===== config.mk =====
export PLATFORM = sky130hd
export DESIGN_NAME = tgr_ctrl
export DESIGN_NICKNAME = d
export VERILOG_FILES = /design/src/design/tgr_pkg.sv /design/src/design/tgr_ctrl.sv
export SDC_FILE = /design/constraint.sdc
export NUM_CORES = 1
export LEC_CHECK = 0
export ABC_AREA = 1
export BUFFER_PORTS_ARGS = -buffer_cell sky130_fd_sc_hd__clkbuf_2
export CELL_PAD_IN_SITES_DETAIL_PLACEMENT = 0
export CELL_PAD_IN_SITES_GLOBAL_PLACEMENT = 1
export CORE_MARGIN = 1.5
export CORE_UTILIZATION = 21
export CTS_CLUSTER_SIZE = 8
export DETAILED_ROUTE_END_ITERATION = 12
export PLACE_DENSITY = 0.82
export SYNTH_ARGS = -nofsm -noshare
export SYNTH_HDL_FRONTEND = slang
export SYNTH_SLANG_ARGS = --single-unit

===== constraint.sdc =====
create_clock -name clock -period 1.4 [get_ports clock]
set_input_delay 0.07 -clock clock [delete_from_list [all_inputs] [get_ports clock]]
set_output_delay 0.07 -clock clock [all_outputs]
set_load 0.02 [all_outputs]

===== src/design/tgr_pkg.sv =====
// shared constants, types and register codes for the text glyph rasterizer
// no dependencies; imported by every module of the block
package tgr_pkg;

   localparam int GlyphCountDefault = 256;
   localparam int GlyphRowsDefault  = 16;
   localparam int AddrBitsDefault   = 20;

   // font store rows are laid out at a fixed pitch of 16 per character
   localparam int RowPitch    = 16;
   localparam int RowIdxBits  = 4;
   localparam int SlotBits    = 12;
   localparam int CodeBits    = 8;
   localparam int CsrIdxBits  = 2;
   localparam int CsrDataBits = 13;
   localparam int WidthBits   = 13;
   localparam int OriginBits  = 12;
   localparam int ColorBits   = 8;
   localparam int OutColBits  = 5;
   localparam int ColBits     = 10;
   localparam int LineBits    = 12;
   localparam int AddrOutBits = 20;
   localparam int MaskBits    = 8;
   localparam int XBits       = 14;
   localparam int YBaseBits   = 13;
   localparam int YBits       = 14;
   localparam int ProdBits    = 27;
   localparam int SumBits     = 28;
   localparam int ReqDataBits = 24;
   localparam int RspDataBits = 40;
   localparam int RspPadBits  = RspDataBits - OutColBits - MaskBits - AddrOutBits;

   localparam logic [CodeBits-1:0]  CharEnd     = 8'h00;
   localparam logic [CodeBits-1:0]  CharTab     = 8'h09;
   localparam logic [CodeBits-1:0]  CharNewline = 8'h0A;
   localparam logic [ColorBits-1:0] MaxColor    = 8'd16;
   localparam logic [LineBits-1:0]  LineStep    = 12'd16;

   localparam logic [WidthBits-1:0] ScreenWidthReset = 13'd320;
   localparam logic [ColorBits-1:0] PenColorReset    = 8'd7;

   typedef enum logic [CsrIdxBits-1:0] {
      CsrScreenWidth = 2'd0,
      CsrOriginX     = 2'd1,
      CsrOriginY     = 2'd2,
      CsrPenColor    = 2'd3
   } csr_index_type;

   typedef struct packed {
      logic                  load;
      logic                  home;
      logic                  tab;
      logic                  newline;
      logic                  start_char;
      logic                  issue;
      logic                  last;
      logic [RowIdxBits-1:0] row;
   } tgr_cmd_type;

   typedef struct packed {
      logic pipe_en;
      logic pen_ok;
   } tgr_status_type;

endpackage


===== src/design/tgr_ctrl.sv =====
// controller: decodes requests and sequences the glyph rows of a character
// depends on tgr_pkg
module tgr_ctrl import tgr_pkg::*; #(
   parameter int GLYPH_ROWS = GlyphRowsDefault
) (
   input  logic                   clock,
   input  logic                   reset,
   input  logic                   req_tvalid,
   output logic                   req_tready,
   input  logic                   req_tuser,
   input  logic [ReqDataBits-1:0] req_tdata,
   output tgr_cmd_type            cmd,
   input  tgr_status_type         status
);

   localparam int RowBits = $clog2(GLYPH_ROWS);
   localparam logic [RowBits-1:0] LastRow = RowBits'(GLYPH_ROWS - 1);

   typedef enum logic [1:0] {
      StIdle = 2'b01,
      StRows = 2'b10
   } state_type;

   state_type            state_ff, state_in;
   logic [RowBits-1:0]   row_ff, row_in;
   logic                 accept;
   logic                 is_text;
   logic [CodeBits-1:0]  code;
   logic                 printable;

   assign req_tready = (state_ff == StIdle);
   assign accept     = req_tvalid && req_tready;
   assign is_text    = req_tuser;
   assign code       = req_tdata[SlotBits +: CodeBits];
   assign printable  = accept && is_text && (code != CharEnd) && (code != CharTab)
                       && (code != CharNewline);

   always_comb begin
      cmd            = '0;
      cmd.load       = accept && !is_text;
      cmd.home       = accept && is_text && (code == CharEnd);
      cmd.tab        = accept && is_text && (code == CharTab);
      cmd.newline    = accept && is_text && (code == CharNewline);
      cmd.start_char = printable;
      cmd.row        = RowIdxBits'(row_ff);
      cmd.last       = (row_ff == LastRow);
      state_in       = state_ff;
      row_in         = row_ff;
      case (state_ff)
         StIdle: begin
            // a suppressed colour still moves the cursor but draws nothing
            if (printable && status.pen_ok) begin
               state_in = StRows;
               row_in   = '0;
            end
         end
         StRows: begin
            if (status.pipe_en) begin
               cmd.issue = 1'b1;
               if (row_ff == LastRow) begin
                  state_in = StIdle;
               end else begin
                  row_in = row_ff + 1'b1;
               end
            end
         end
         default: begin
            state_in = StIdle;
         end
      endcase
   end

   always_ff @(posedge clock) begin
      if (reset) begin
         state_ff <= StIdle;
         row_ff   <= '0;
      end else begin
         state_ff <= state_in;
         row_ff   <= row_in;
      end
   end

endmodule


Word level (Yosys, flattened, before mapping)
Cells that the tools add are included.
W data, S select, Z words.
{"block": "classes", "addsub": 1, "n_eq_ne": 11, "n_mux": 10, "reduce_logical": 16}
{"operator": "$eq A8 B4 Y1 const B", "n": 2}
{"operator": "$ne A8 B4 Y1 const B", "n": 2}
{"operator": "$mux W4", "n": 3}
{"operator": "$logic_and A1 B1 Y1", "n": 10}
{"operator": "$logic_not A8 Y1", "n": 1}
{"operator": "$pmux W4 S2", "n": 1}
{"operator": "$reduce_bool A8 Y1", "n": 1}
{"operator": "$mux W2", "n": 3}
{"operator": "$ne A2 B2 Y1 const B", "n": 3}
{"operator": "$add A4 B1 Y4 const B", "n": 1}
{"operator": "$eq A4 B4 Y1 const B", "n": 1}
{"operator": "$pmux W2 S2", "n": 1}
{"operator": "$reduce_and A4 Y1", "n": 1}
{"operator": "$reduce_and A3 Y1", "n": 1}
{"operator": "$eq A2 B1 Y1 const B", "n": 1}
{"operator": "$eq A2 B2 Y1 const B", "n": 1}
{"operator": "$mux W1", "n": 2}
{"operator": "$ne A2 B1 Y1 const B", "n": 1}
{"operator": "$reduce_bool A2 Y1", "n": 1}
{"operator": "$logic_not A1 Y1", "n": 1}
{"block": "totals", "regBits": 6, "wordCells": 40}

Depth between registers and ports, before layout
Gate-level depths: netlist of the first run.
{"block": "depth", "ltp_word": 9, "depth_mapped": 10}

Worst setup path after synthesis of the first run
OpenSTA, ideal clock, no wires.
{"block": "synth_path", "path_kind": "reg-to-reg", "from": "register row_ff[0]", "to": "register state_ff[1]", "setup_time_ns": 0.122, "t_arrival_ns": 1.283, "required_ns": 1.278, "slack_ns": -0.006, "path_stages_with_launch": 7, "n_path_buf": 0, "cell_sequence": "dfxtp_1 ha_1 nand3_1 a21oi_1 inv_1 nor2_1 nor3_4"}
{"block": "synth_via", "elab_chain_cells": 3}
{"element": "from (decl)", "line_no": "tgr_ctrl.sv:25", "source": "logic [RowBits-1:0] row_ff, row_in;"}
{"element": "from (signal assigned)", "line_no": "tgr_ctrl.sv:79", "source": "row_ff <= row_in;"}
{"element": "$eq A4 B4 Y1", "line_no": "tgr_ctrl.sv:60", "source": "if (row_ff == LastRow) begin"}
{"element": "$ne A2 B2 Y1 (no source line)"}
{"element": "$reduce_and A3 Y1 (no source line)"}
{"element": "to (signal assigned)", "line_no": "tgr_ctrl.sv:75", "source": "state_ff <= StIdle;"}
{"element": "to (signal assigned)", "line_no": "tgr_ctrl.sv:78", "source": "state_ff <= state_in;"}
{"element": "to (decl)", "line_no": "tgr_ctrl.sv:24", "source": "state_type state_ff, state_in;"}
No other way between the ends.
A chain may end at the register's enable or synchronous reset.

==> results of run 1 <==
placed cells by master, fill, tap and decap left out:
master,netlist,routed
a21oi_1,6,5
a21oi_2,0,1
a31o_2,1,1
buf_4,1,6
clkbuf_2,0,23
clkbuf_4,0,4
dfxtp_1,6,4
dfxtp_2,0,2
ha_1,1,1
inv_1,10,10
inv_2,2,2
nand2_1,10,10
nand2_4,0,1
nand3_1,7,7
nand3_4,0,1
nand4_1,1,1
nor2_1,21,19
nor2_2,1,2
nor2_4,1,2
nor3_1,3,3
nor3_4,1,1
nor4_2,0,1
o21ai_0,1,1
or2_2,1,1
repair_timing:
item | in CTS | in global routing
gates resized for setup | 3 | 8
pin swaps | 2 | 1
buffers inserted | 1 | 0
hold buffers | 0 | 0
endpoints found under the hold margin | 0 | 0
endpoints found under the setup margin | 1 | 7
where the power goes:
part / total, mW / internal, mW / switching [mW] / leakage (nW)
registers: 0.347 / 0.265 / 0.0818 / 0.0493
logic: 0.981 / 0.394 / 0.587 / 0.302
clock network: 0.163 / 0.0972 / 0.0658 / 0.0138
routing by layer:
metal  track usage  wire length [um]  up-vias
li1              -                 -      313
met1         0.108               527      245
met2         0.156               490       25
met3        0.0242               117        5
met4        0.0694                27        0
met5             0                 0        -
worst max path at each step:
| stage | startpoint | to | cells past startpoint |
|---|---|---|---|
| after floorplan | row_ff[1]$_SDFFE_PP0P_ | state_ff[1]$_SDFFE_PP0P_ | 6 |
| after global placement | row_ff[0]$_SDFFE_PP0P_ | row_ff[1]$_SDFFE_PP0P_ | 7 |
| after detailed placement | row_ff[0]$_SDFFE_PP0P_ | row_ff[0]$_SDFFE_PP0P_ | 7 |
| after CTS | state_ff[0]$_SDFFE_PP1P_ | cmd[10] | 7 |
| after global routing | state_ff[0]$_SDFFE_PP1P_ | cmd[10] | 7 |
| final | state_ff[0]$_SDFFE_PP1P_ | cmd[10] | 7 |
cells by family after synthesis:
kind of cell,Yosys count,synth area share
adders and majority gates,1,0.0269
DFF,6,0.259
and+or+nand+nor,49,0.507
AOI/OAI and AO/OA,8,0.0943
buffers and inverters,13,0.113
critical path: cells and delay by family (launching register included):
| family | cells | cell delay (ps) |
|---|---|---|
| DFF | 1 | 320 |
| buffers and inverters | 4 | 450 |
| and+or+nand+nor | 3 | 240 |
through the flow:
step                setup WS (ps)  hold slack [ps]
floorplan                    2.63              144
global placement             67.0              286
detailed placement           65.9              289
CTS                          29.0             25.2
global route                 1.90             28.1
finish                       81.7             30.1
state kept, by name, summed over array words and instances, names as in the netlist:
register,cells
row_ff,4
state_ff,2
final cells by class:
type | count | share of cell area
Clock buffer | 3 | 0.0315
Inverter | 12 | 0.0629
Multi-Input combinational cell | 58 | 0.453
Sequential cell | 6 | 0.171
Tap cell | 27 | 0.0472
Timing Repair Buffer | 30 | 0.234
==> results.py, run 1 <==
metrics = {
    "status": {
        "status": "finished clean",
    },
    "timing": {
        "min_period_over_period": 0.942,
        "fin_worst_skew_ps": 0.380,
        "fin_setup_tns_ps": 0,
        "slew_viol_final": 0,
        "fmax_mhz": 759,
        "fin_crit_ps": 1320,
        "slew_headroom": 0.851,
        "hold_viol_final": 0,
        "finalSetupViolations": 0,
        "grt_setup_unrepaired": "no",
        "worst_pin_slew_ps": 224,
    },
    "clock_network": {
        "root_buffer": "clkbuf_4",
        "h-tree-depth": 1,
        "cts_tree": "yes",
        "cts.path.max_buffers": 2,
        "clock_latency_ps": 240,
        "cts_buffers": 3,
        "clk_pin_slew_worst_paths_ps": 50,
        "cts_num_sinks": 6,
    },
    "synthesis": {
        "netlist_area_um2": 464,
        "ys_types": 20,
        "synth-edff-count": 0,
        "synth_top_cells_by_area": "dfxtp_1 (26%), nor2_1 (17%), inv_1 (8.1%)",
        "yosysMostFrequentCell": "nor2_1",
        "synth_nets": 108,
        "synth_top_cells_by_count": "nor2_1 (21), inv_1 (10), nand2_1 (10)",
        "yosysWarnings": 0,
        "synthArstFlopShare": 0,
        "ys_ff_latch": 6,
        "ys_seq_area_frac": 0.259,
        "netlist_instances": 77,
        "synth_area_per_cell_um2": 6.03,
        "synth_top_flop_cell": "dfxtp_1",
        "synth_top_area_frac": 0.259,
        "synth_top_cell_by_area": "dfxtp_1",
    },
    "finish": {
        "fin_nets": 142,
        "diodes": 0,
        "regArea_um2": 123,
        "syn_to_final_growth_pct": 54.2,
        "fillers": 234,
        "final_cell_area_um2": 716,
        "final_util": 0.354,
        "final_cell_count_no_fill": 136,
        "multi_input_area_um2": 324,
        "drive_above_1_share": 0.440,
    },
    "route": {
        "drtIter0Drc": 4,
        "vias": 588,
        "routed_wl_mm": 1.16,
        "viasPerCell": 4.32,
        "first_pass_iters": 2,
        "drc": 0,
        "wl_per_cell_um": 8.55,
        "ant_nets": 0,
    },
    "critical_path": {
        "worst_setup_path_end_kind": "output port",
        "r2r_slack_ps": 140,
        "start_kind": "flop",
        "critPathArrivalTime_ps": 1250,
        "rr_worst_depth": 6,
        "crit_top_cell": "buf_4",
        "critPathKind": "flop to output port",
        "critical_path.max_fanout": 3,
        "slowest_stage": "dfxtp_2",
        "r2r-end": "state_ff[1]$_SDFFE_PP0P_",
        "crit_chain": "inv_1 > nor2_4 > buf_4 > buf_4 > nand2_1 > nor2_1 > buf_4",
        "max_stage_delay_ps": 320,
        "rr_startpoint": "row_ff[1]$_SDFFE_PP0P_",
        "crit_required_ps": 1330,
    },
    "job": {
        "maxCapViolCount": 0,
    },
    "place": {
        "gp_congestion": 0.804,
        "dp.cells": 132,
        "placed_cell_area_um2": 647,
        "hpwl_um": 939,
        "io_buffer_count": 25,
    },
    "hold_path": {
        "hp-class": "primary input to flop",
        "hold_end": "state_ff[1]$_SDFFE_PP0P_",
        "min_from": "reset",
        "hold_depth": 2,
    },
    "floorplanning": {
        "dieArea_mm2": 0.00250,
        "start_util": 0.230,
        "fp.dieW_um": 50.0,
        "fp.dieH_um": 50.0,
        "io_pins": 42,
        "num_rows": 16,
        "core-area_mm2": 0.00202,
    },
    "global_routing": {
        "first_global_vias": 485,
        "grt_max_degree": 10,
        "grt_remaining_overflow": 0,
        "grt_antenna_before_repair": 0,
        "grt_use_total": 0.0961,
        "grt_pass1_wl_mm": 1.86,
    },
    "pwr": {
        "p_per_area_mw_per_mm2": 2080,
        "ir_drop_uv": 943,
        "leakagePower_nw": 0.365,
        "finalPower_mw": 1.49,
    },
}
Note: power is estimated with default switching activity, not from simulation.
==> run 2: changes to the inputs <==
- CELL_PAD_IN_SITES_DETAIL_PLACEMENT: 0 -> 1
- CELL_PAD_IN_SITES_GLOBAL_PLACEMENT: 1 -> 2
- CORE_UTILIZATION: 21 -> 15
==> run 2 against run 1 <==
  * First-iteration DRC count rose to 7.8 times the previous value
  * Flip-flop and latch count did not move
  * Fmax decreased by 0.55%
  * Non-clock buffer count is 2 higher
  * Final area increased by 9.8%
  * Sequential power increased by 11%
  * Power rose by 12%
  * Register-to-register slack lost 60 ps
  * Critical path depth fell by 2
  * Critical endpoint is now cmd[9]
  * Largest cell class unchanged
  * Highest routed layer unchanged
==> results.py, run 2 (synthesis gave the netlist of run 1 again) <==
metrics = {
    "route": {
        "vias": 640,
        "drtIter0Drc": 31,
        "met2WireLength_um": 870,
        "wl_met3_um": 105,
        "first_pass_iters": 6,
        "wl_per_cell_um": 11.4,
        "ant_nets": 0,
        "drc": 0,
        "wirelength_met1_um": 662,
        "top_layer": "met4",
        "routed_wl_mm": 1.65,
        "viasPerCell": 4.41,
    },
    "floorplanning": {
        "io_pins": 42,
        "dieArea_mm2": 0.00344,
        "core-area_mm2": 0.00300,
        "start_util": 0.155,
        "fp.dieH_um": 58.6,
        "fp.dieW_um": 58.6,
        "num_rows": 20,
    },
    "global_routing": {
        "grt_pass1_wl_mm": 2.51,
        "first_global_vias": 636,
        "grt_remaining_overflow": 0,
        "grt_use_total": 0.0970,
        "grt_antenna_before_repair": 0,
        "grt_max_degree": 10,
    },
    "place": {
        "io_buffer_count": 25,
        "post-place-ws_ps": 25.7,
        "gp_congestion": 0.747,
        "hpwl_mm": 1.18,
    },
    "timing": {
        "slew_headroom": 0.800,
        "grt_setup_unrepaired": "yes",
        "fin_worst_skew_ps": 0.164,
        "setup_ws_ps": 74.5,
        "worst_pin_slew_ps": 299,
        "fmax_mhz": 754,
        "finalSetupViolations": 0,
        "hold_viol_final": 0,
        "fin_crit_ps": 1330,
        "min_period_over_period": 0.947,
        "slew_viol_final": 0,
    },
    "clock_network": {
        "cts_buffers": 3,
        "root_buffer": "clkbuf_4",
        "cts_tree": "yes",
        "cts_num_sinks": 6,
        "ctsHoldBuffers": 0,
        "clk_pin_slew_worst_paths_ps": 40,
        "cts.path.max_buffers": 2,
        "h-tree-depth": 1,
        "clock_latency_ps": 240,
    },
    "critical_path": {
        "start_kind": "flop",
        "critical_path.max_fanout": 5,
        "worst_setup_path_end_kind": "output port",
        "critPathArrivalTime_ps": 1260,
        "critPathKind": "flop to output port",
        "crit_chain": "inv_2 > nor2_4 > nand3_4 > nor3_1 > buf_2",
        "max_stage_delay_ps": 350,
        "slowest_stage": "dfxtp_2",
        "crit_required_ps": 1330,
    },
    "finish": {
        "drive_above_1_share": 0.527,
        "final_common_cell": "clkbuf_2",
        "top_register": "row_ff",
        "syn_to_final_growth_pct": 69.3,
        "mostFrequentLayoutCells": "clkbuf_2 (22), nor2_1 (18), nand2_1 (10), inv_1 (9), buf_4 (8)",
        "reg_top3": "row_ff x4, state_ff x2",
        "largest_register_ffs": 4,
        "diodes": 0,
        "fin_nets": 145,
    },
    "status": {
        "status": "finished clean",
    },
    "hold_path": {
        "hp-class": "primary input to flop",
    },
    "pwr": {
        "finalPower_mw": 1.67,
        "leakagePower_nw": 0.380,
        "ir_drop_uv": 334,
        "p_per_area_mw_per_mm2": 2130,
    },
    "job": {
        "maxCapViolCount": 0,
    },
}
-- run 2: final cells by class --
type	count	area, um^2
inverters	12	45.0
clock buffers	3	22.5
repair buffers	32	183
flip-flops and latches	6	126
multi-input cells	59	368
well taps	33	41.3
fillers	395	2220
-- run 2: per-stage QoR --
step,TNS (ps),area (um^2),cells,util,hold slack [ps]
floorplan,0,465,77,-,144
global placement,0,654,138,0.218,289
detailed placement,0,654,138,0.218,296
CTS,-14.6,707,142,0.235,30.2
global route,-48.1,786,145,0.262,23.1
finish,0,786,145,0.262,31.8
-- run 2: critical path: cells and delay by family, from the launching register on --
family,cells,cell delay [ps]
flops,1,350
simple gates,3,420
buf+inv,2,250
-- run 2: report_power, final --
part | leakage (nW) | switching [mW] | internal, mW
combinational | 0.315 | 0.658 | 0.473
clock | 0.0138 | 0.0606 | 0.0968
sequential | 0.0505 | 0.108 | 0.277
-- run 2: per-layer routing --
metal,up-vias,GRT usage
met4,0,0.0390
met3,4,0.0286
met2,30,0.180
met1,289,0.102
met5,-,0
li1,317,-
-- run 2: what timing repair did --
item                                    CTS  global route
endpoints found under the setup margin    5            12
buffers inserted                          1             2
resized for setup                         5            18
hold endpoints to repair                  0             0
cloned                                    0             1
pin swaps                                 3             6
-- run 2: worst paths after layout --
kind | start | end | slack (ps) | cells after the start
min | reset | state_ff[1]$_SDFFE_PP0P_ | 30 | 2
min reg2reg | row_ff[2]$_SDFFE_PP0P_ | row_ff[2]$_SDFFE_PP0P_ | 560 | 2
max | state_ff[0]$_SDFFE_PP1P_ | cmd[9] | 70 | 5
max reg2reg | row_ff[0]$_SDFFE_PP0P_ | row_ff[0]$_SDFFE_PP0P_ | 80 | 7
